--- src/hw/rtl/mrt_pkg.sv ---
package mrt_pkg;

	// Input command codes
	localparam logic [1:0] CMD_READ  = 2'd0;
	localparam logic [1:0] CMD_WRITE = 2'd1;
	localparam logic [1:0] CMD_RX    = 2'd2;

	// Pending operation codes
	localparam logic [1:0] OP_NONE  = 2'd0;
	localparam logic [1:0] OP_READ  = 2'd1;
	localparam logic [1:0] OP_WRITE = 2'd2;

	// Result status codes
	localparam logic [1:0] ST_OK     = 2'd0;
	localparam logic [1:0] ST_CRC    = 2'd1;
	localparam logic [1:0] ST_REJECT = 2'd2;

	// Result kinds
	localparam logic KIND_FRAME  = 1'b0;
	localparam logic KIND_RESULT = 1'b1;

	// Modbus function codes
	localparam logic [7:0] FN_READ  = 8'h03;
	localparam logic [7:0] FN_WRITE = 8'h06;
	localparam logic [7:0] EXC_BIT  = 8'h80;

	localparam logic [15:0] CRC_INIT   = 16'hFFFF;
	localparam logic [15:0] CRC_POLY   = 16'hA001;
	localparam logic [15:0] READ_COUNT = 16'h0001;

	// Request frame byte positions
	localparam logic [2:0] POS_FUNC    = 3'd1;
	localparam logic [2:0] POS_ADDR_HI = 3'd2;
	localparam logic [2:0] POS_ADDR_LO = 3'd3;
	localparam logic [2:0] POS_DATA_HI = 3'd4;
	localparam logic [2:0] POS_DATA_LO = 3'd5;
	localparam logic [2:0] POS_CRC_LO  = 3'd6;
	localparam logic [2:0] POS_CRC_HI  = 3'd7;

	localparam int QUEUE_DEPTH = 2;
	localparam int CAP_BYTES   = 5;

	// One job handed from front to back: either a frame to send or a finished result
	typedef struct packed {
		logic        is_frame;
		logic [7:0]  unit_id;
		logic [7:0]  func;
		logic [15:0] addr;
		logic [15:0] data;    // value/count for a frame, read value for a result
		logic [1:0]  status;
	} mrt_job_t;

	// Reflected CRC-16, one byte, eight bit steps
	function automatic logic [15:0] crc16_byte(input logic [15:0] crc, input logic [7:0] b);
		logic [15:0] c;
		c = crc ^ {8'h00, b};
		for (int k = 0; k < 8; k++) begin
			if (c[0]) begin
				c = (c >> 1) ^ CRC_POLY;
			end else begin
				c = c >> 1;
			end
		end
		return c;
	endfunction

endpackage

--- src/hw/rtl/mrt_req_if.sv ---
interface mrt_req_if;
	logic        valid;
	logic        ready;
	logic [1:0]  command;
	logic [7:0]  unit_id;
	logic [15:0] reg_address;
	logic [15:0] reg_value;
	logic [7:0]  rx_byte;
	logic        rx_last;

	modport source(output valid, command, unit_id, reg_address, reg_value, rx_byte, rx_last,
		input ready);
	modport sink(input valid, command, unit_id, reg_address, reg_value, rx_byte, rx_last,
		output ready);
endinterface

--- src/hw/rtl/mrt_res_if.sv ---
interface mrt_res_if;
	logic        valid;
	logic        ready;
	logic        kind;
	logic [7:0]  tx_byte;
	logic        tx_last;
	logic [1:0]  status;
	logic [15:0] read_value;

	modport source(output valid, kind, tx_byte, tx_last, status, read_value, input ready);
	modport sink(input valid, kind, tx_byte, tx_last, status, read_value, output ready);
endinterface

--- src/hw/rtl/modbus_rtu_register_transactor_core.sv ---
// Channel   | Dir | Fields
// ----------+-----+---------------------------------------------------------------
// request   | in  | command, unit_id, reg_address, reg_value, rx_byte, rx_last
// result    | out | kind, tx_byte, tx_last, status, read_value
//
// A response byte is taken every cycle the queue is not full; its CRC step and, on
// the last byte, the frame check finish in the cycle it is accepted, in the front.
// A read/write request yields 8 frame bytes, one per cycle unless the result side
// stalls, from the back's output register; the back's byte walker orders them.
// The 2-entry job queue lets the front keep taking items while the back drains.
// Reset (arst_n low) clears the pending request, receive state and all queues.
// Either side may stall freely; request.ready drops only when the queue is full.
module modbus_rtu_register_transactor_core import mrt_pkg::*; #(
	parameter int MAX_FRAME = 64
) (
	input  logic       clk,
	input  logic       arst_n,
	mrt_req_if.sink    request,
	mrt_res_if.source  result
);

	// front -> queue
	logic     push;
	mrt_job_t job;

	// queue -> back
	logic     pop, full, empty;
	mrt_job_t head;

	// Front: tracks the pending request, runs the receive CRC and capture, and turns
	// each request into a frame job and each last response byte into a finished result.
	mrt_front #(
		.MAX_FRAME(MAX_FRAME)
	) u_front (
		.clk    (clk),
		.arst_n (arst_n),
		.req    (request),
		.q_full (full),
		.push   (push),
		.job    (job)
	);

	mrt_queue u_queue (
		.clk    (clk),
		.arst_n (arst_n),
		.push   (push),
		.wr_job (job),
		.pop    (pop),
		.rd_job (head),
		.full   (full),
		.empty  (empty)
	);

	// Back: serializes request frames with their CRC and hands out results.
	mrt_back u_back (
		.clk    (clk),
		.arst_n (arst_n),
		.head   (head),
		.empty  (empty),
		.pop    (pop),
		.res    (result)
	);

endmodule

--- src/hw/rtl/mrt_front.sv ---
module mrt_front import mrt_pkg::*; #(
	parameter int MAX_FRAME = 64
) (
	input  logic      clk,
	input  logic      arst_n,
	mrt_req_if.sink   req,
	input  logic      q_full,
	output logic      push,
	output mrt_job_t  job
);

	localparam int CntW = $clog2(MAX_FRAME + 1);

	logic [1:0]       op_q;
	logic [15:0]      addr_q;
	logic [15:0]      val_q;
	logic [15:0]      crc_q;
	logic [CntW-1:0]  cnt_q;
	logic [7:0]       held_q [2];
	logic [7:0]       cap_q [CAP_BYTES];

	logic             acc, is_req, is_rx, is_rd_req, in_frame;
	logic [15:0]      crc_n;
	logic [CntW-1:0]  cnt_n;
	logic [7:0]       held_n [2];
	logic [7:0]       cap_n [CAP_BYTES];
	logic [1:0]       status;
	logic [15:0]      rd_val;

	assign req.ready = !q_full;
	assign acc       = req.valid && req.ready;
	assign is_req    = (req.command == CMD_READ) || (req.command == CMD_WRITE);
	assign is_rd_req = req.command == CMD_READ;
	assign is_rx     = (req.command == CMD_RX) && (op_q != OP_NONE);
	assign in_frame  = cnt_q < CntW'(MAX_FRAME);

	always_comb begin
		crc_n     = (in_frame && cnt_q >= CntW'(2)) ? crc16_byte(crc_q, held_q[0]) : crc_q;
		held_n[0] = in_frame ? held_q[1] : held_q[0];
		held_n[1] = in_frame ? req.rx_byte : held_q[1];
		cnt_n     = in_frame ? cnt_q + CntW'(1) : cnt_q;
		for (int k = 0; k < CAP_BYTES; k++) begin
			cap_n[k] = (in_frame && cnt_q == CntW'(k + 1)) ? req.rx_byte : cap_q[k];
		end

		rd_val = 16'h0000;
		priority if (cnt_n < CntW'(3)) begin
			status = ST_CRC;
		end else if ({held_n[1], held_n[0]} != crc_n) begin
			status = ST_CRC;
		end else if (op_q == OP_READ) begin
			if (cnt_n >= CntW'(5) && cap_n[0] == FN_READ && (cap_n[0] & EXC_BIT) == 8'h00)
			begin
				status = ST_OK;
				rd_val = {cap_n[2], cap_n[3]};
			end else begin
				status = ST_REJECT;
			end
		end else begin
			if (cnt_n >= CntW'(6) && cap_n[0] == FN_WRITE && {cap_n[1], cap_n[2]} == addr_q
				&& {cap_n[3], cap_n[4]} == val_q) begin
				status = ST_OK;
			end else begin
				status = ST_REJECT;
			end
		end
	end

	assign push = acc && (is_req || (is_rx && req.rx_last));

	always_comb begin
		job.is_frame = is_req;
		job.unit_id  = req.unit_id;
		job.func     = is_rd_req ? FN_READ : FN_WRITE;
		job.addr     = req.reg_address;
		job.data     = is_req ? (is_rd_req ? READ_COUNT : req.reg_value) : rd_val;
		job.status   = status;
	end

	always_ff @(posedge clk or negedge arst_n) begin
		if (!arst_n) begin
			op_q      <= OP_NONE;
			addr_q    <= '0;
			val_q     <= '0;
			crc_q     <= CRC_INIT;
			cnt_q     <= '0;
			held_q[0] <= '0;
			held_q[1] <= '0;
			for (int k = 0; k < CAP_BYTES; k++) begin
				cap_q[k] <= '0;
			end
		end else if (acc && is_req) begin
			op_q      <= is_rd_req ? OP_READ : OP_WRITE;
			addr_q    <= req.reg_address;
			val_q     <= is_rd_req ? 16'h0000 : req.reg_value;
			crc_q     <= CRC_INIT;
			cnt_q     <= '0;
			held_q[0] <= '0;
			held_q[1] <= '0;
			for (int k = 0; k < CAP_BYTES; k++) begin
				cap_q[k] <= '0;
			end
		end else if (acc && is_rx) begin
			crc_q     <= crc_n;
			cnt_q     <= cnt_n;
			held_q[0] <= held_n[0];
			held_q[1] <= held_n[1];
			for (int k = 0; k < CAP_BYTES; k++) begin
				cap_q[k] <= cap_n[k];
			end
			if (req.rx_last) begin
				op_q <= OP_NONE;
			end
		end
	end

endmodule

--- src/hw/rtl/mrt_queue.sv ---
module mrt_queue import mrt_pkg::*; (
	input  logic     clk,
	input  logic     arst_n,
	input  logic     push,
	input  mrt_job_t wr_job,
	input  logic     pop,
	output mrt_job_t rd_job,
	output logic     full,
	output logic     empty
);

	localparam int PtrW = $clog2(QUEUE_DEPTH);

	mrt_job_t             mem_q [QUEUE_DEPTH];
	logic [PtrW-1:0]      wr_q, rd_q;
	logic [PtrW:0]        cnt_q;

	assign full   = cnt_q == (PtrW + 1)'(QUEUE_DEPTH);
	assign empty  = cnt_q == '0;
	assign rd_job = mem_q[rd_q];

	always_ff @(posedge clk) begin
		if (push && !full) begin
			mem_q[wr_q] <= wr_job;
		end
	end

	always_ff @(posedge clk or negedge arst_n) begin
		if (!arst_n) begin
			wr_q  <= '0;
			rd_q  <= '0;
			cnt_q <= '0;
		end else begin
			if (push && !full) begin
				wr_q <= (wr_q == PtrW'(QUEUE_DEPTH - 1)) ? '0 : wr_q + PtrW'(1);
			end
			if (pop && !empty) begin
				rd_q <= (rd_q == PtrW'(QUEUE_DEPTH - 1)) ? '0 : rd_q + PtrW'(1);
			end
			cnt_q <= cnt_q + (PtrW + 1)'(push && !full) - (PtrW + 1)'(pop && !empty);
		end
	end

endmodule

--- src/hw/rtl/mrt_back.sv ---
module mrt_back import mrt_pkg::*; (
	input  logic      clk,
	input  logic      arst_n,
	input  mrt_job_t  head,
	input  logic      empty,
	output logic      pop,
	mrt_res_if.source res
);

	logic        ov_q;
	logic        busy_q;
	logic [2:0]  idx_q;
	logic [15:0] crc_q;
	logic [7:0]  func_q;
	logic [15:0] addr_q, data_q;

	logic        kind_q, last_q;
	logic [7:0]  byte_q;
	logic [1:0]  status_q;
	logic [15:0] value_q;

	logic        load;
	logic [7:0]  cur;

	assign load = !ov_q || res.ready;
	assign pop  = load && !busy_q && !empty;

	always_comb begin
		unique case (idx_q)
			POS_FUNC:    cur = func_q;
			POS_ADDR_HI: cur = addr_q[15:8];
			POS_ADDR_LO: cur = addr_q[7:0];
			POS_DATA_HI: cur = data_q[15:8];
			POS_DATA_LO: cur = data_q[7:0];
			POS_CRC_LO:  cur = crc_q[7:0];
			POS_CRC_HI:  cur = crc_q[15:8];
			default:     cur = 8'h00;
		endcase
	end

	// frame walker: one byte per free output slot, CRC folded in as bytes go out
	always_ff @(posedge clk or negedge arst_n) begin
		if (!arst_n) begin
			ov_q   <= 1'b0;
			busy_q <= 1'b0;
			idx_q  <= '0;
		end else if (load) begin
			if (busy_q) begin
				ov_q  <= 1'b1;
				idx_q <= idx_q + 3'd1;
				if (idx_q == POS_CRC_HI) begin
					busy_q <= 1'b0;
				end
			end else if (!empty) begin
				ov_q <= 1'b1;
				if (head.is_frame) begin
					busy_q <= 1'b1;
					idx_q  <= POS_FUNC;
				end
			end else begin
				ov_q <= 1'b0;
			end
		end
	end

	always_ff @(posedge clk) begin
		if (load) begin
			if (busy_q) begin
				kind_q   <= KIND_FRAME;
				byte_q   <= cur;
				last_q   <= idx_q == POS_CRC_HI;
				status_q <= ST_OK;
				value_q  <= 16'h0000;
				if (idx_q < POS_CRC_LO) begin
					crc_q <= crc16_byte(crc_q, cur);
				end
			end else if (!empty) begin
				if (head.is_frame) begin
					kind_q   <= KIND_FRAME;
					byte_q   <= head.unit_id;
					last_q   <= 1'b0;
					status_q <= ST_OK;
					value_q  <= 16'h0000;
					crc_q    <= crc16_byte(CRC_INIT, head.unit_id);
					func_q   <= head.func;
					addr_q   <= head.addr;
					data_q   <= head.data;
				end else begin
					kind_q   <= KIND_RESULT;
					byte_q   <= 8'h00;
					last_q   <= 1'b0;
					status_q <= head.status;
					value_q  <= head.data;
				end
			end
		end
	end

	assign res.valid      = ov_q;
	assign res.kind       = kind_q;
	assign res.tx_byte    = byte_q;
	assign res.tx_last    = last_q;
	assign res.status     = status_q;
	assign res.read_value = value_q;

endmodule
--- src/flat_wrapper.sv ---
// flat-port wrapper written by rule: the top's interface ports become plain ports
module modbus_rtu_register_transactor_core_flat import mrt_pkg::*;
#(
	parameter int MAX_FRAME = 64
)
  (clk, arst_n, request_valid, request_command, request_unit_id, request_reg_address, request_reg_value, request_rx_byte, request_rx_last, request_ready, result_valid, result_kind, result_tx_byte, result_tx_last, result_status, result_read_value, result_ready);
  mrt_req_if request_i ();
  mrt_res_if result_i ();
  input  logic clk;
  input  logic arst_n;
  input wire logic [$bits(request_i.valid)-1:0] request_valid;
  input wire logic [$bits(request_i.command)-1:0] request_command;
  input wire logic [$bits(request_i.unit_id)-1:0] request_unit_id;
  input wire logic [$bits(request_i.reg_address)-1:0] request_reg_address;
  input wire logic [$bits(request_i.reg_value)-1:0] request_reg_value;
  input wire logic [$bits(request_i.rx_byte)-1:0] request_rx_byte;
  input wire logic [$bits(request_i.rx_last)-1:0] request_rx_last;
  output wire logic [$bits(request_i.ready)-1:0] request_ready;
  output wire logic [$bits(result_i.valid)-1:0] result_valid;
  output wire logic [$bits(result_i.kind)-1:0] result_kind;
  output wire logic [$bits(result_i.tx_byte)-1:0] result_tx_byte;
  output wire logic [$bits(result_i.tx_last)-1:0] result_tx_last;
  output wire logic [$bits(result_i.status)-1:0] result_status;
  output wire logic [$bits(result_i.read_value)-1:0] result_read_value;
  input wire logic [$bits(result_i.ready)-1:0] result_ready;
  assign request_i.valid = request_valid;
  assign request_i.command = request_command;
  assign request_i.unit_id = request_unit_id;
  assign request_i.reg_address = request_reg_address;
  assign request_i.reg_value = request_reg_value;
  assign request_i.rx_byte = request_rx_byte;
  assign request_i.rx_last = request_rx_last;
  assign request_ready = request_i.ready;
  assign result_valid = result_i.valid;
  assign result_kind = result_i.kind;
  assign result_tx_byte = result_i.tx_byte;
  assign result_tx_last = result_i.tx_last;
  assign result_status = result_i.status;
  assign result_read_value = result_i.read_value;
  assign result_i.ready = result_ready;
  modbus_rtu_register_transactor_core #(.MAX_FRAME(MAX_FRAME)) u_core (.clk(clk), .arst_n(arst_n), .request(request_i), .result(result_i));
endmodule
--- config.mk ---
export PLATFORM = sky130hd
export DESIGN_NAME = modbus_rtu_register_transactor_core_flat
export DESIGN_NICKNAME = d
export VERILOG_FILES = /design/src/hw/rtl/mrt_pkg.sv /design/src/hw/rtl/mrt_req_if.sv /design/src/hw/rtl/mrt_res_if.sv /design/src/hw/rtl/modbus_rtu_register_transactor_core.sv /design/src/hw/rtl/mrt_front.sv /design/src/hw/rtl/mrt_queue.sv /design/src/hw/rtl/mrt_back.sv /design/src/flat_wrapper.sv
export SDC_FILE = /design/constraint.sdc
export NUM_CORES = 1
export LEC_CHECK = 0
export ABC_AREA = 0
export BUFFER_PORTS_ARGS = -buffer_cell sky130_fd_sc_hd__buf_2
export CORE_ASPECT_RATIO = 0.5
export CORE_MARGIN = 3
export CORE_UTILIZATION = 55
export DETAILED_ROUTE_END_ITERATION = 10
export GPL_ROUTABILITY_DRIVEN = 0
export PLACE_DENSITY = 0.73
export SYNTH_ARGS = -nofsm -noshare
export SYNTH_HDL_FRONTEND = slang
export SYNTH_HIERARCHICAL = 1
export SYNTH_SLANG_ARGS = --single-unit
--- constraint.sdc ---
create_clock -name clk -period 4.4 [get_ports clk]
set_input_delay 0.22 -clock clk [delete_from_list [all_inputs] [get_ports clk]]
set_output_delay 0.22 -clock clk [all_outputs]
set_load 0.03 [all_outputs]
-- Word level (Yosys, flattened, before mapping)
Memory sizes are Yosys's and may differ from the RTL's.
Cells that the tools add are included.
- register bits after elaboration: 206
- RAM bits: 92
- input port bits: 55
- output and inout bits: 30
- word-level logic and storage cells: 268
- memories kept: 1
- memory list (memory ; depth ; width ; read ports ; clocked after memory_dff ; wr ports ; line ; RTL):
    u_core.u_queue.mem_q ; 2 ; 46 ; 1 ; 0 ; 1 ; mrt_queue.sv:14 ; mrt_job_t mem_q [QUEUE_DEPTH];
- $add $sub $neg: 6
- magnitude comparators: 6
- eq/ne operators: 23
- mux-type cells: 136
- bitwise operators: 29
- reductions and logical operators: 40
- operators by type and width (kind ; count):
    $mux 16 ; 91
    $mux 40 ; 2
    $mux 8 ; 10
    $not 2->3 ; 24
    $pmux 8 s7 ; 1
    $eq 16x16->1 ; 2
    $xor 16x8->16 ; 2
    $mux 2 ; 11
    $logic_and 1x1->1 ; 21
    $mux 7 ; 3
    $ne 16x16->1 ; 1
    $not 8->16 ; 1
    $eq 7x2->1 const B ; 2
    $eq 7x3->1 const B ; 2
    $ge 7x3->1 const B ; 2
    $mux 1 ; 14
    $eq 3x3->1 const B ; 4
    $mux 3 ; 4
    $eq 8x2->1 const B ; 1
    $eq 8x3->1 const B ; 1
    $logic_not 8->1 ; 1
    $reduce_and 4->1 ; 2
    $reduce_bool 2->1 ; 4
    $add 7x1->7 const B ; 1
    other kinds (20) ; 33

-- Logic depth before layout (Yosys ltp)
Gate-level depths: netlist of run 1.
An unclocked memory read counts as a cell.
- depth after elaboration: 49
- depth in mapped cells: 15
- depth with buffers taken out: 14

-- Cells and area by module
The synthesis of run 1 kept the hierarchy.
- by module, submodules not included (module ; times used ; cells an instance ; area each (µm²)):
    mrt_front ; 1 ; 762 ; 6789.0
    mrt_queue ; 1 ; 177 ; 4132.7
    mrt_back ; 1 ; 301 ; 4043.9

-- Least setup slack after synthesis of run 1
OpenSTA, ideal clock, no wires.
- path type: register to register
- start point: register u_core.u_queue.cnt_q[1]
- end point: memory u_core/u_queue/mem_q[0][0] (netlist name), enable pin
- setup time: 0.460 ns
- data arrival time: 3.832 ns
- slack: 0.108 ns
- cell stages (with the launch flop): 12
- buffers on the path: 1
- cells stage by stage: dfrtp_1 -> nand2b_1 -> inv_1 -> inv_1 -> nand2_1 -> nor3_1 -> o21a_1 -> clkbuf_1 -> a21oi_1 -> inv_1 -> nand2_1 -> nor2_1
- word-level cells in the longest chain between the ends: 7
- RTL lines (item ; line ; RTL):
    from (decl) ; mrt_queue.sv:16 ; logic [PtrW:0] cnt_q;
    from (signal assigned) ; mrt_queue.sv:40 ; cnt_q <= cnt_q + (PtrW + 1)'(push && !full) - (PtrW + 1)'(pop && !empty);
    $eq 2x2->1 ; mrt_queue.sv:18 ; assign full = cnt_q == (PtrW + 1)'(QUEUE_DEPTH);
    named net u_core.full ; modbus_rtu_register_transactor_core.sv:27 ; logic pop, full, empty;
    $logic_not 1->1 ; mrt_front.sv:30 ; assign req.ready = !q_full;
    named net request_ready ; flat_wrapper.sv:18 ; output wire logic [$bits(request_i.ready)-1:0] request_ready;
    $logic_and 1x1->1 ; mrt_front.sv:31 ; assign acc = req.valid && req.ready;
    $logic_and 1x1->1 ; mrt_front.sv:69 ; assign push = acc && (is_req || (is_rx && req.rx_last));
    named net u_core.push ; modbus_rtu_register_transactor_core.sv:23 ; logic push;
    $logic_and 1x1->1 ; mrt_queue.sv:23 ; if (push && !full) begin
    $mux 1 ; mrt_queue.sv:23 ;
    $mux 1 (not written as such) ; mrt_queue.sv:24 ; mem_q[wr_q] <= wr_job;
    to (decl) ; mrt_queue.sv:14 ;
The timed path passes the listed nets, and every way through them passes these cells.

==> out/results.txt, run 1 <==
grt met3 use = 3.97%
Hold Crit Class = input pin to flop
met2 usage = 40.3%
H-tree levels = 1
Hold Path Depth = 3
Netlist cell types = 73
Async S/R FF share, synth = 39.6%
core region area = 26000 µm²
area leader, netlist = edfxtp_1
CTS root buffer = clkbuf_16
FILL cells = 1893
Avg Inst Size Synth = 12.1 µm²
Clk pin slew, worst setup/hold paths = 0.07 ns
busiest grt layer = met2
min Tclk post-route = 3.98 ns
total number of yosys warnings = 6
leakage = 6.74 nW
DR vias/cell = 5.88
Crit Path Max Fanout = 14
Cells after Synth = 1240
setup bufs post-CTS = 0
skew final = 0.00874 ns
status = complete, no violations
clock buffer depth = 3
endpoints failing hold = 0
diode count = 0
Required @ worst endpoint = 4.75 ns
Final setup viols = 0
most frequent cells in the layout = nand2_1 (204), edfxtp_1 (186), dfrtp_1 (105), o21ai_0 (93), buf_2 (83)
PwrDens = 656 nW/µm²
Mapped Area = 15000 µm²
Worst-Skew Late Latency = 0.56 ns
antenna violations before repair = 0
CTS tree = done
Post-DP HPWL = 23000 µm
post-route DRC violation count = 0
Seq/Total Area, Yosys = 57.9%
# hold bufs at CTS = 43
Max-Slew Margin vs Limit = 15.4%
FMAX = 251 MHz
die footprint = 29300 µm²
GRT Util Overall = 24.0%
Setup CP Type = flop to flop
total congestion overflow = 0
final wirelength = 34500 µm
fin. max-slew vios = 0
Starting Density = 57.7%
Reg2Reg Depth = 8
Die Y = 123 µm
vias = 9906
pin count of the biggest net entering global routing = 49
I/O Buffers = 84
most common cell after layout, fill and taps aside = nand2_1
ys flop type = edfxtp_1
met1 Resource Use GR = 33.1%
number of global-route vias before repair = 9909
global-route wire length before repair = 55000 µm
Yosys reg bits = 308
critical path arrival = 4.33 ns
1st-iter DRT viols = 1020
worst-margin pin slew = 1.27 ns
share of layout cells above drive strength 1 = 20.1%
Rows = 41
most area-consuming cells after synthesis = edfxtp_1 (37%), dfrtp_1 (18%), nand2_1 (5.1%)
RSZ-0062 raised after global routing = false
CP Capture Type = flop
routed len/inst = 20.5 µm
period utilization = 90.5%
Post-CTS Resized = 0
TNS Setup = 0 ns
area delta synth->final = 12.2%
Post-DRT Antenna Nets = 0
Hold WS = 0.0363 ns
maximum vdd ir drop = 519 µV
first drt pass iteration count = 5
Ports = 85
clock tree sinks = 308
Yosys top cell area share = 37.3%
nets@finish = 1386
critical path startpoint category = flop
CTS Buf Count = 27
die width = 239 µm
MaxCap Viol Count = 0
EDFF count, synth = 186
==> area by class of cell <==
| type | count | area, µm² | area share, % |
|---|---|---|---|
| inverter | 16 | 60.1 | 0.358 |
| sequential | 308 | 8660 | 51.6 |
| tap | 344 | 430 | 2.56 |
| clock inverter | 16 | 191 | 1.14 |
| multi-input combinational | 819 | 5680 | 33.8 |
| timing repair buffer | 148 | 1040 | 6.17 |
| clock buffer | 34 | 732 | 4.36 |
==> stage by stage <==
stage	utilization, %	total power [mW]	instances	instance area, µm²	setup slack (ns)
floorplan	-	7.59	1244	15000	0.108
global placement	59.5	8.36	1592	15400	0.642
detailed placement	59.5	8.49	1592	15400	0.489
CTS	64.7	11.0	1685	16800	0.455
global route	64.7	11.6	1685	16800	0.214
finish	64.7	11.0	1685	16800	0.418
==> cell usage after synthesis, types with 3 or more instances <==
cell	n
nand4_1	6
nand3_1	28
a31oi_1	7
edfxtp_1	186
nand2_1	204
a41oi_1	4
and2_1	25
buf_6	3
dfstp_2	16
a221oi_1	3
dfrtp_1	106
buf_1	3
mux2i_1	32
nand4b_1	3
o31ai_1	3
a22o_1	36
a21oi_1	24
buf_4	32
clkbuf_1	52
mux2_4	49
a222oi_1	4
and3_1	6
nor2_1	49
nand2b_1	9
nor2b_1	6
inv_1	16
a211oi_1	3
xnor3_1	3
mux2_2	22
nor4_1	12
o21ai_0	93
xnor2_1	55
xor2_1	47
o21ai_2	8
ha_1	11
buf_2	6
nor3_1	14
buf_12	5
xnor2_2	4
==> worst max-delay path, stage by stage (launching register included) <==
cell and delay [ns]:
dfstp_2 0.55, xor2_1 0.35, xor2_1 0.31, xnor3_2 0.55, xnor2_1 0.19, or4_1 0.43
a31o_1 0.18, or4_1 0.74, a311oi_1 0.45
==> logic make-up after synthesis <==
kind of cell / Yosys count / synth area share, %
other: 2 / 0.0502
adders and majority gates: 11 / 0.920
DFF: 308 / 57.9
buffers and inverters: 117 / 4.48
and+or+nand+nor: 380 / 11.6
AOI/OAI and AO/OA: 205 / 8.91
muxes: 105 / 8.95
xor gates and xnor gates: 112 / 7.23
==> sequential cells by signal, indices dropped and copies added (netlist names), 8 cells and up <==
name and count:
u_core/u_back/res.tx_byte 8, u_core/u_back/addr_q 16, u_core/u_front/cap_q 40, u_core/u_back/func_q 8, u_core/u_back/crc_q 16, u_core/u_back/res.read_value 16
u_core/u_back/data_q 16, u_core/u_front/held_q 16, u_core/u_front/val_q 16, u_core/u_front/addr_q 16, u_core/u_queue/mem_q 102, u_core/u_front/crc_q 16
==> where the power goes <==
part           total (mW)  switching [mW]  internal [mW]  leakage (nW)
logic                4.20            2.37           1.83          3.00
clock network        2.48            1.11           1.37         0.436
registers            4.34           0.412           3.92          3.30
total                11.0            3.89           7.13          6.74
==> path summary, 6_finish.rpt <==
path                       slack [ns]                            startpoint                                    end
setup / recovery                 0.42   u_core/u_front/crc_q[2]$_DFFE_PN1P_   u_core/u_queue/mem_q[0][1]$_DFFE_PP_
hold / removal                   0.04                       request_rx_last     u_core/u_front/op_q[1]$_DFFE_PN0P_
setup reg to reg                 0.42   u_core/u_front/crc_q[2]$_DFFE_PN1P_   u_core/u_queue/mem_q[0][1]$_DFFE_PP_
hold reg to reg                  0.50  u_core/u_front/cap_q[26]$_DFFE_PN0P_   u_core/u_front/cap_q[26]$_DFFE_PN0P_
max in group asynchronous        3.17                                arst_n       u_core/u_back/busy_q$_DFFE_PN0N_
min in group asynchronous        0.21                                arst_n  u_core/u_front/held_q[12]$_DFFE_PN0P_
==> per-layer routing <==
metal,routed length (µm),vias to the layer above
met5,0,-
met4,820,0
met3,2330,71
met2,16400,445
met1,15000,4870
li1,-,4520
Note: power is estimated with default switching activity, not from simulation.
==> run 2: changes to the inputs <==
--- a/config.mk
+++ b/config.mk
@@ -12,7 +12,7 @@
 export CORE_UTILIZATION = 55
 export DETAILED_ROUTE_END_ITERATION = 10
 export GPL_ROUTABILITY_DRIVEN = 0
-export PLACE_DENSITY = 0.73
+export PLACE_DENSITY = 0.72
 export SYNTH_ARGS = -nofsm -noshare
 export SYNTH_HDL_FRONTEND = slang
 export SYNTH_HIERARCHICAL = 1
==> run 2 against run 1 <==
Net effect:
- clock power is 7% lower
- clock skew up 0.0061 ns
- sequential power hardly changed
- routed wire length up 2.1%
- critical path type unchanged
- largest power group unchanged
- highest routed layer unchanged
==> out/results.txt, run 2 (synthesis gave the netlist of run 1 again) <==
status = complete, no violations
fin. max-slew vios = 0
clock buffer depth = 3
critical path startpoint category = flop
share of layout cells above drive strength 1 = 19.8%
Max-Slew Margin vs Limit = 20.4%
Final setup viols = 0
die footprint = 29300 µm²
crit-path cells = xor2_1, xor2_1, xnor3_2, xnor2_1, or4_1, a31o_1, or4_1, buf_4, a311oi_1
vias = 9996
area delta synth->final = 11.6%
post-route DRC violation count = 0
register bank with the most flops = u_core/u_queue/mem_q
min Tclk post-route = 3.82 ns
first drt pass iteration count = 5
clock tree sinks = 308
CTS root buffer = clkbuf_16
nets@finish = 1385
Required @ worst endpoint = 4.72 ns
FMAX = 262 MHz
leakage = 6.70 nW
CP Capture Type = flop
TNS Setup = 0 ns
beginning of the critical path = u_core/u_front/crc_q[5]$_DFFE_PN1P_
Setup CP Type = flop to flop
register area = 8660 µm²
CTS tree = done
I/O Buffers = 84
worst r2r src = u_core/u_front/crc_q[5]$_DFFE_PN1P_
multi-input logic area = 5690 µm²
Starting Density = 57.7%
Worst-Skew Late Latency = 0.56 ns
Clk pin slew, worst setup/hold paths = 0.07 ns
number of global-route vias before repair = 9948
pin count of the biggest net entering global routing = 54
Crit Path Max Fanout = 19
period utilization = 86.8%
global-route wire length before repair = 55400 µm
max FFs per register = 102
min-delay src = request_rx_last
FILL cells = 1897
PwrDens = 647 nW/µm²
DR vias/cell = 5.93
GRT Util Overall = 24.3%
core region area = 26000 µm²
Die Y = 123 µm
critical path arrival = 4.14 ns
H-tree levels = 1
total congestion overflow = 0
final wirelength = 35300 µm
Pwr Total = 10.8 mW
Post-DRT Antenna Nets = 0
routed len/inst = 20.9 µm
maximum vdd ir drop = 419 µV
share of the core filled with cells = 64.4%
Hold Crit Class = input pin to flop
max incr delay on CP = 0.56 ns
1st-iter DRT viols = 1120
Regs by FF count = u_core/u_queue/mem_q x102, u_core/u_front/cap_q x40
Post-DP HPWL = 23400 µm
Ports = 85
most common cell after layout, fill and taps aside = nand2_1
most frequent cells in the layout = nand2_1 (204), edfxtp_1 (186), dfrtp_1 (105), o21ai_0 (93), buf_2 (83)
MaxCap Viol Count = 0
endpoints failing hold = 0
antenna violations before repair = 1
CTS Buf Count = 27
Rows = 41
die width = 239 µm
worst-margin pin slew = 1.19 ns
RSZ-0062 raised after global routing = false
critical path's slowest cell = dfstp_2
skew final = 0.0149 ns
run 2: metal layers:
metal,vias to the layer above,wire [µm],GRT usage [%]
li1,4522,-,-
met3,72,2260,3.64
met5,-,0,0
met4,0,915,6.56
met2,440,16900,40.8
met1,4962,15200,33.4
run 2: repair_timing:
| item | CTS | global route |
|---|---|---|
| setup buffers | 0 | 0 |
| hold buffers | 43 | 0 |
| hold endpoints to repair | 123 | 0 |
| resized for setup | 0 | 0 |
run 2: critical path: cells and delay by family, from the launching register on:
family / cells / cell delay, ns
buffers and inverters: 1 / 0.24
and+or+nand+nor: 2 / 0.82
DFF: 1 / 0.56
AOI/OAI and AO/OA: 2 / 0.60
xor gates and xnor gates: 4 / 1.35
run 2: worst paths after layout:
kind / slack, ns / endpoint / depth (start not counted)
setup / recovery: 0.58 / u_core/u_queue/mem_q[1][1]$_DFFE_PP_ / 9
hold / removal: 0.02 / u_core/u_front/op_q[0]$_DFFE_PN0P_ / 4
setup reg to reg: 0.58 / u_core/u_queue/mem_q[1][1]$_DFFE_PP_ / 9
hold reg to reg: 0.50 / u_core/u_front/cap_q[15]$_DFFE_PN0P_ / 1
max in group asynchronous: 3.16 / u_core/u_queue/rd_q$_DFFE_PN0P_ / 3
min in group asynchronous: 0.14 / u_core/u_front/held_q[13]$_DFFE_PN0P_ / 2
run 2: power by group:
part | total, mW | switching (mW) | internal (mW)
combinational | 4.15 | 2.33 | 1.83
sequential | 4.36 | 0.436 | 3.92
clock | 2.30 | 1.10 | 1.20
run 2: cell type report:
class | count | area share [%]
Timing Repair Buffer | 147 | 6.16
Multi-Input combinational cell | 819 | 34.1
Tap cell | 344 | 2.58
Clock inverter | 19 | 0.854
Inverter | 16 | 0.360
Antenna cell | 1 | 0.0150
Clock buffer | 31 | 4.13
Sequential cell | 308 | 51.8
run 2: metrics by stage:
step           worst slack (ns)  cells  hold slack (ns)  instance area [µm²]
6_report                  0.582   1685           0.0249                16700
5_1_grt                   0.442   1685           0.0571                16700
4_1_cts                   0.673   1684          0.00862                16700
3_5_place_dp              0.696   1591            0.187                15400
3_3_place_gp              0.858   1591            0.180                15400
2_1_floorplan             0.108   1244          -0.0756                15000
==> run 3: changes to the inputs <==
--- a/config.mk
+++ b/config.mk
@@ -13,6 +13,7 @@
 export DETAILED_ROUTE_END_ITERATION = 10
 export GPL_ROUTABILITY_DRIVEN = 0
 export PLACE_DENSITY = 0.72
+export SLEW_MARGIN = 10
 export SYNTH_ARGS = -nofsm -noshare
 export SYNTH_HDL_FRONTEND = slang
 export SYNTH_HIERARCHICAL = 1
==> constraint.sdc (replaced) <==
create_clock -name clk -period 4.4 [get_ports clk]
set_input_delay 0.66 -clock clk [delete_from_list [all_inputs] [get_ports clk]]
set_output_delay 0.66 -clock clk [all_outputs]
set_load 0.03 [all_outputs]
==> run 3 against run 2 <==
Net effect:
- maximum frequency rose by 3.4%
- non-clock buffer count fell by 43
- final cell count fell by 2.6%
- cell area down 2.2%
- first-iteration DRC count decreased by 21%
- die area did not move
- critical path type unchanged
==> out/results.txt, run 3 (synthesis gave the netlist of run 1 again) <==
FMAX = 271 MHz
clock tree sinks = 308
sw frac = 34.7%
met3 routed WL = 2160 µm
TNS Setup = 0 ns
Max-Slew Margin vs Limit = 19.6%
leakage = 6.56 nW
CP dominant cell by count = nor4_1
register bank with the most flops = u_core/u_queue/mem_q
skew final = 0.00826 ns
final setup margin = 0.709 ns
CTS Buf Count = 27
worst path bufs/invs = 1
antenna violations before repair = 0
pre-CTS WS = 0.745 ns
Starting Density = 57.7%
pin count of the biggest net entering global routing = 82
Placed Cells = 1591
die width = 239 µm
RSZ-0062 raised after global routing = false
switching power = 3.81 mW
first drt pass iteration count = 6
Crit Path Max Fanout = 19
MaxCap Viol Count = 0
1st-iter DRT viols = 888
most common cell after layout, fill and taps aside = nand2_1
routed wire length on met2 = 15800 µm
Post-Layout Cell Count = 1641
Clk network pwr share = 22.6%
max incr delay on CP = 0.57 ns
critical path arrival = 4.04 ns
CTS tree = done
nets@finish = 1342
worst-margin pin slew = 1.20 ns
FILL cells = 1999
# hold bufs at CTS = 0
Post-DRT Antenna Nets = 0
area delta synth->final = 9.15%
Die Y = 123 µm
period utilization = 83.9%
Internal = 7.16 mW
Worst-Skew Late Latency = 0.56 ns
setup bufs post-CTS = 0
status = complete, no violations
Hold Crit Class = input pin to async pin
H-tree levels = 1
total congestion overflow = 0
Reg power frac = 39.6%
DR vias/cell = 5.84
Final setup viols = 0
min Tclk post-route = 3.69 ns
diode count = 0
global-route wire length before repair = 52700 µm
Rows = 41
Setup CP Type = flop to flop
I/O Buffers = 84
CTS root buffer = clkbuf_16
die footprint = 29300 µm²
WL met1 = 14700 µm
share of layout cells above drive strength 1 = 20.2%
critical path's slowest cell = nor4_1
Required @ worst endpoint = 4.75 ns
final wirelength = 33400 µm
Comb power frac = 37.8%
Ports = 85
critical path startpoint category = flop
endpoints failing hold = 0
Regs by FF count = u_core/u_queue/mem_q x102, u_core/u_front/cap_q x40
critical path's top delay family = simple AND/OR/NAND/NOR gates
CP Capture Type = flop
number of global-route vias before repair = 9487
GRT Util Overall = 23.0%
clock buffer depth = 3
crit-path cells = nor4_1, nand2_1, mux2i_1, xnor2_1, nor4_1, a31oi_1, or4_1, buf_4, a311oi_1
Post-DP HPWL = 22800 µm
maximum vdd ir drop = 434 µV
Clk pin slew, worst setup/hold paths = 0.07 ns
max FFs per register = 102
routed len/inst = 20.3 µm
Post-CTS Resized = 0
highest routed layer = met4
PwrDens = 671 nW/µm²
post-route DRC violation count = 0
core region area = 26000 µm²
fin. max-slew vios = 0
vias = 9584
most frequent cells in the layout = nand2_1 (204), edfxtp_1 (186), dfrtp_1 (105), o21ai_0 (93), buf_2 (83)
## run 3: power groups by stage
| stage | Sequential [mW] | Combinational (mW) | Clock [mW] |
|---|---|---|---|
| 6_report | 4.35 | 4.14 | 2.48 |
| 5_1_grt | 4.41 | 4.48 | 2.66 |
| 4_1_cts | 4.34 | 4.12 | 2.53 |
| 3_5_place_dp | 4.40 | 4.09 | 0 |
| 3_3_place_gp | 4.37 | 3.98 | 0 |
| 2_1_floorplan | 4.44 | 3.15 | 0 |
## run 3: metal layers
metal / global-route usage, % / up-vias
met2: 37.8 / 360
met4: 6.00 / 0
met1: 32.4 / 4715
li1: - / 4443
met3: 3.79 / 66
met5: 0 / -
## run 3: stage by stage
stage	hold WS (ns)	power, mW	utilization [%]	instance area, µm²
2_1_floorplan	0.364	7.59	-	15000
3_3_place_gp	0.478	8.36	59.4	15400
3_5_place_dp	0.480	8.48	59.4	15400
4_1_cts	0.277	11.0	62.9	16300
5_1_grt	0.277	11.5	62.9	16300
6_report	0.294	11.0	62.9	16300
## run 3: worst paths after layout
kind	depth (start not counted)	slack [ns]	from	endpoint
max in group asynchronous	2	3.13	arst_n	u_core/u_front/crc_q[0]$_DFFE_PN1P_
setup / recovery	9	0.71	u_core/u_front/cnt_q[3]$_DFFE_PN0P_	u_core/u_queue/mem_q[0][1]$_DFFE_PP_
hold reg to reg	1	0.50	u_core/u_front/cap_q[14]$_DFFE_PN0P_	u_core/u_front/cap_q[14]$_DFFE_PN0P_
min in group clk	1	0.30	request_unit_id[6]	u_core/u_queue/mem_q[0][48]$_DFFE_PP_
hold / removal	1	0.29	arst_n	u_core/u_front/held_q[12]$_DFFE_PN0P_
setup reg to reg	9	0.71	u_core/u_front/cnt_q[3]$_DFFE_PN0P_	u_core/u_queue/mem_q[0][1]$_DFFE_PP_
## run 3: area by class of cell
type	instances	area, µm²	share of cell area [%]
clock buffers	40	754	4.62
repair buffers	104	586	3.58
inverters	16	60.1	0.368
flip-flops and latches	308	8660	53.0
well taps	344	430	2.63
clock inverters	10	161	0.988
multi-input cells	819	5680	34.8
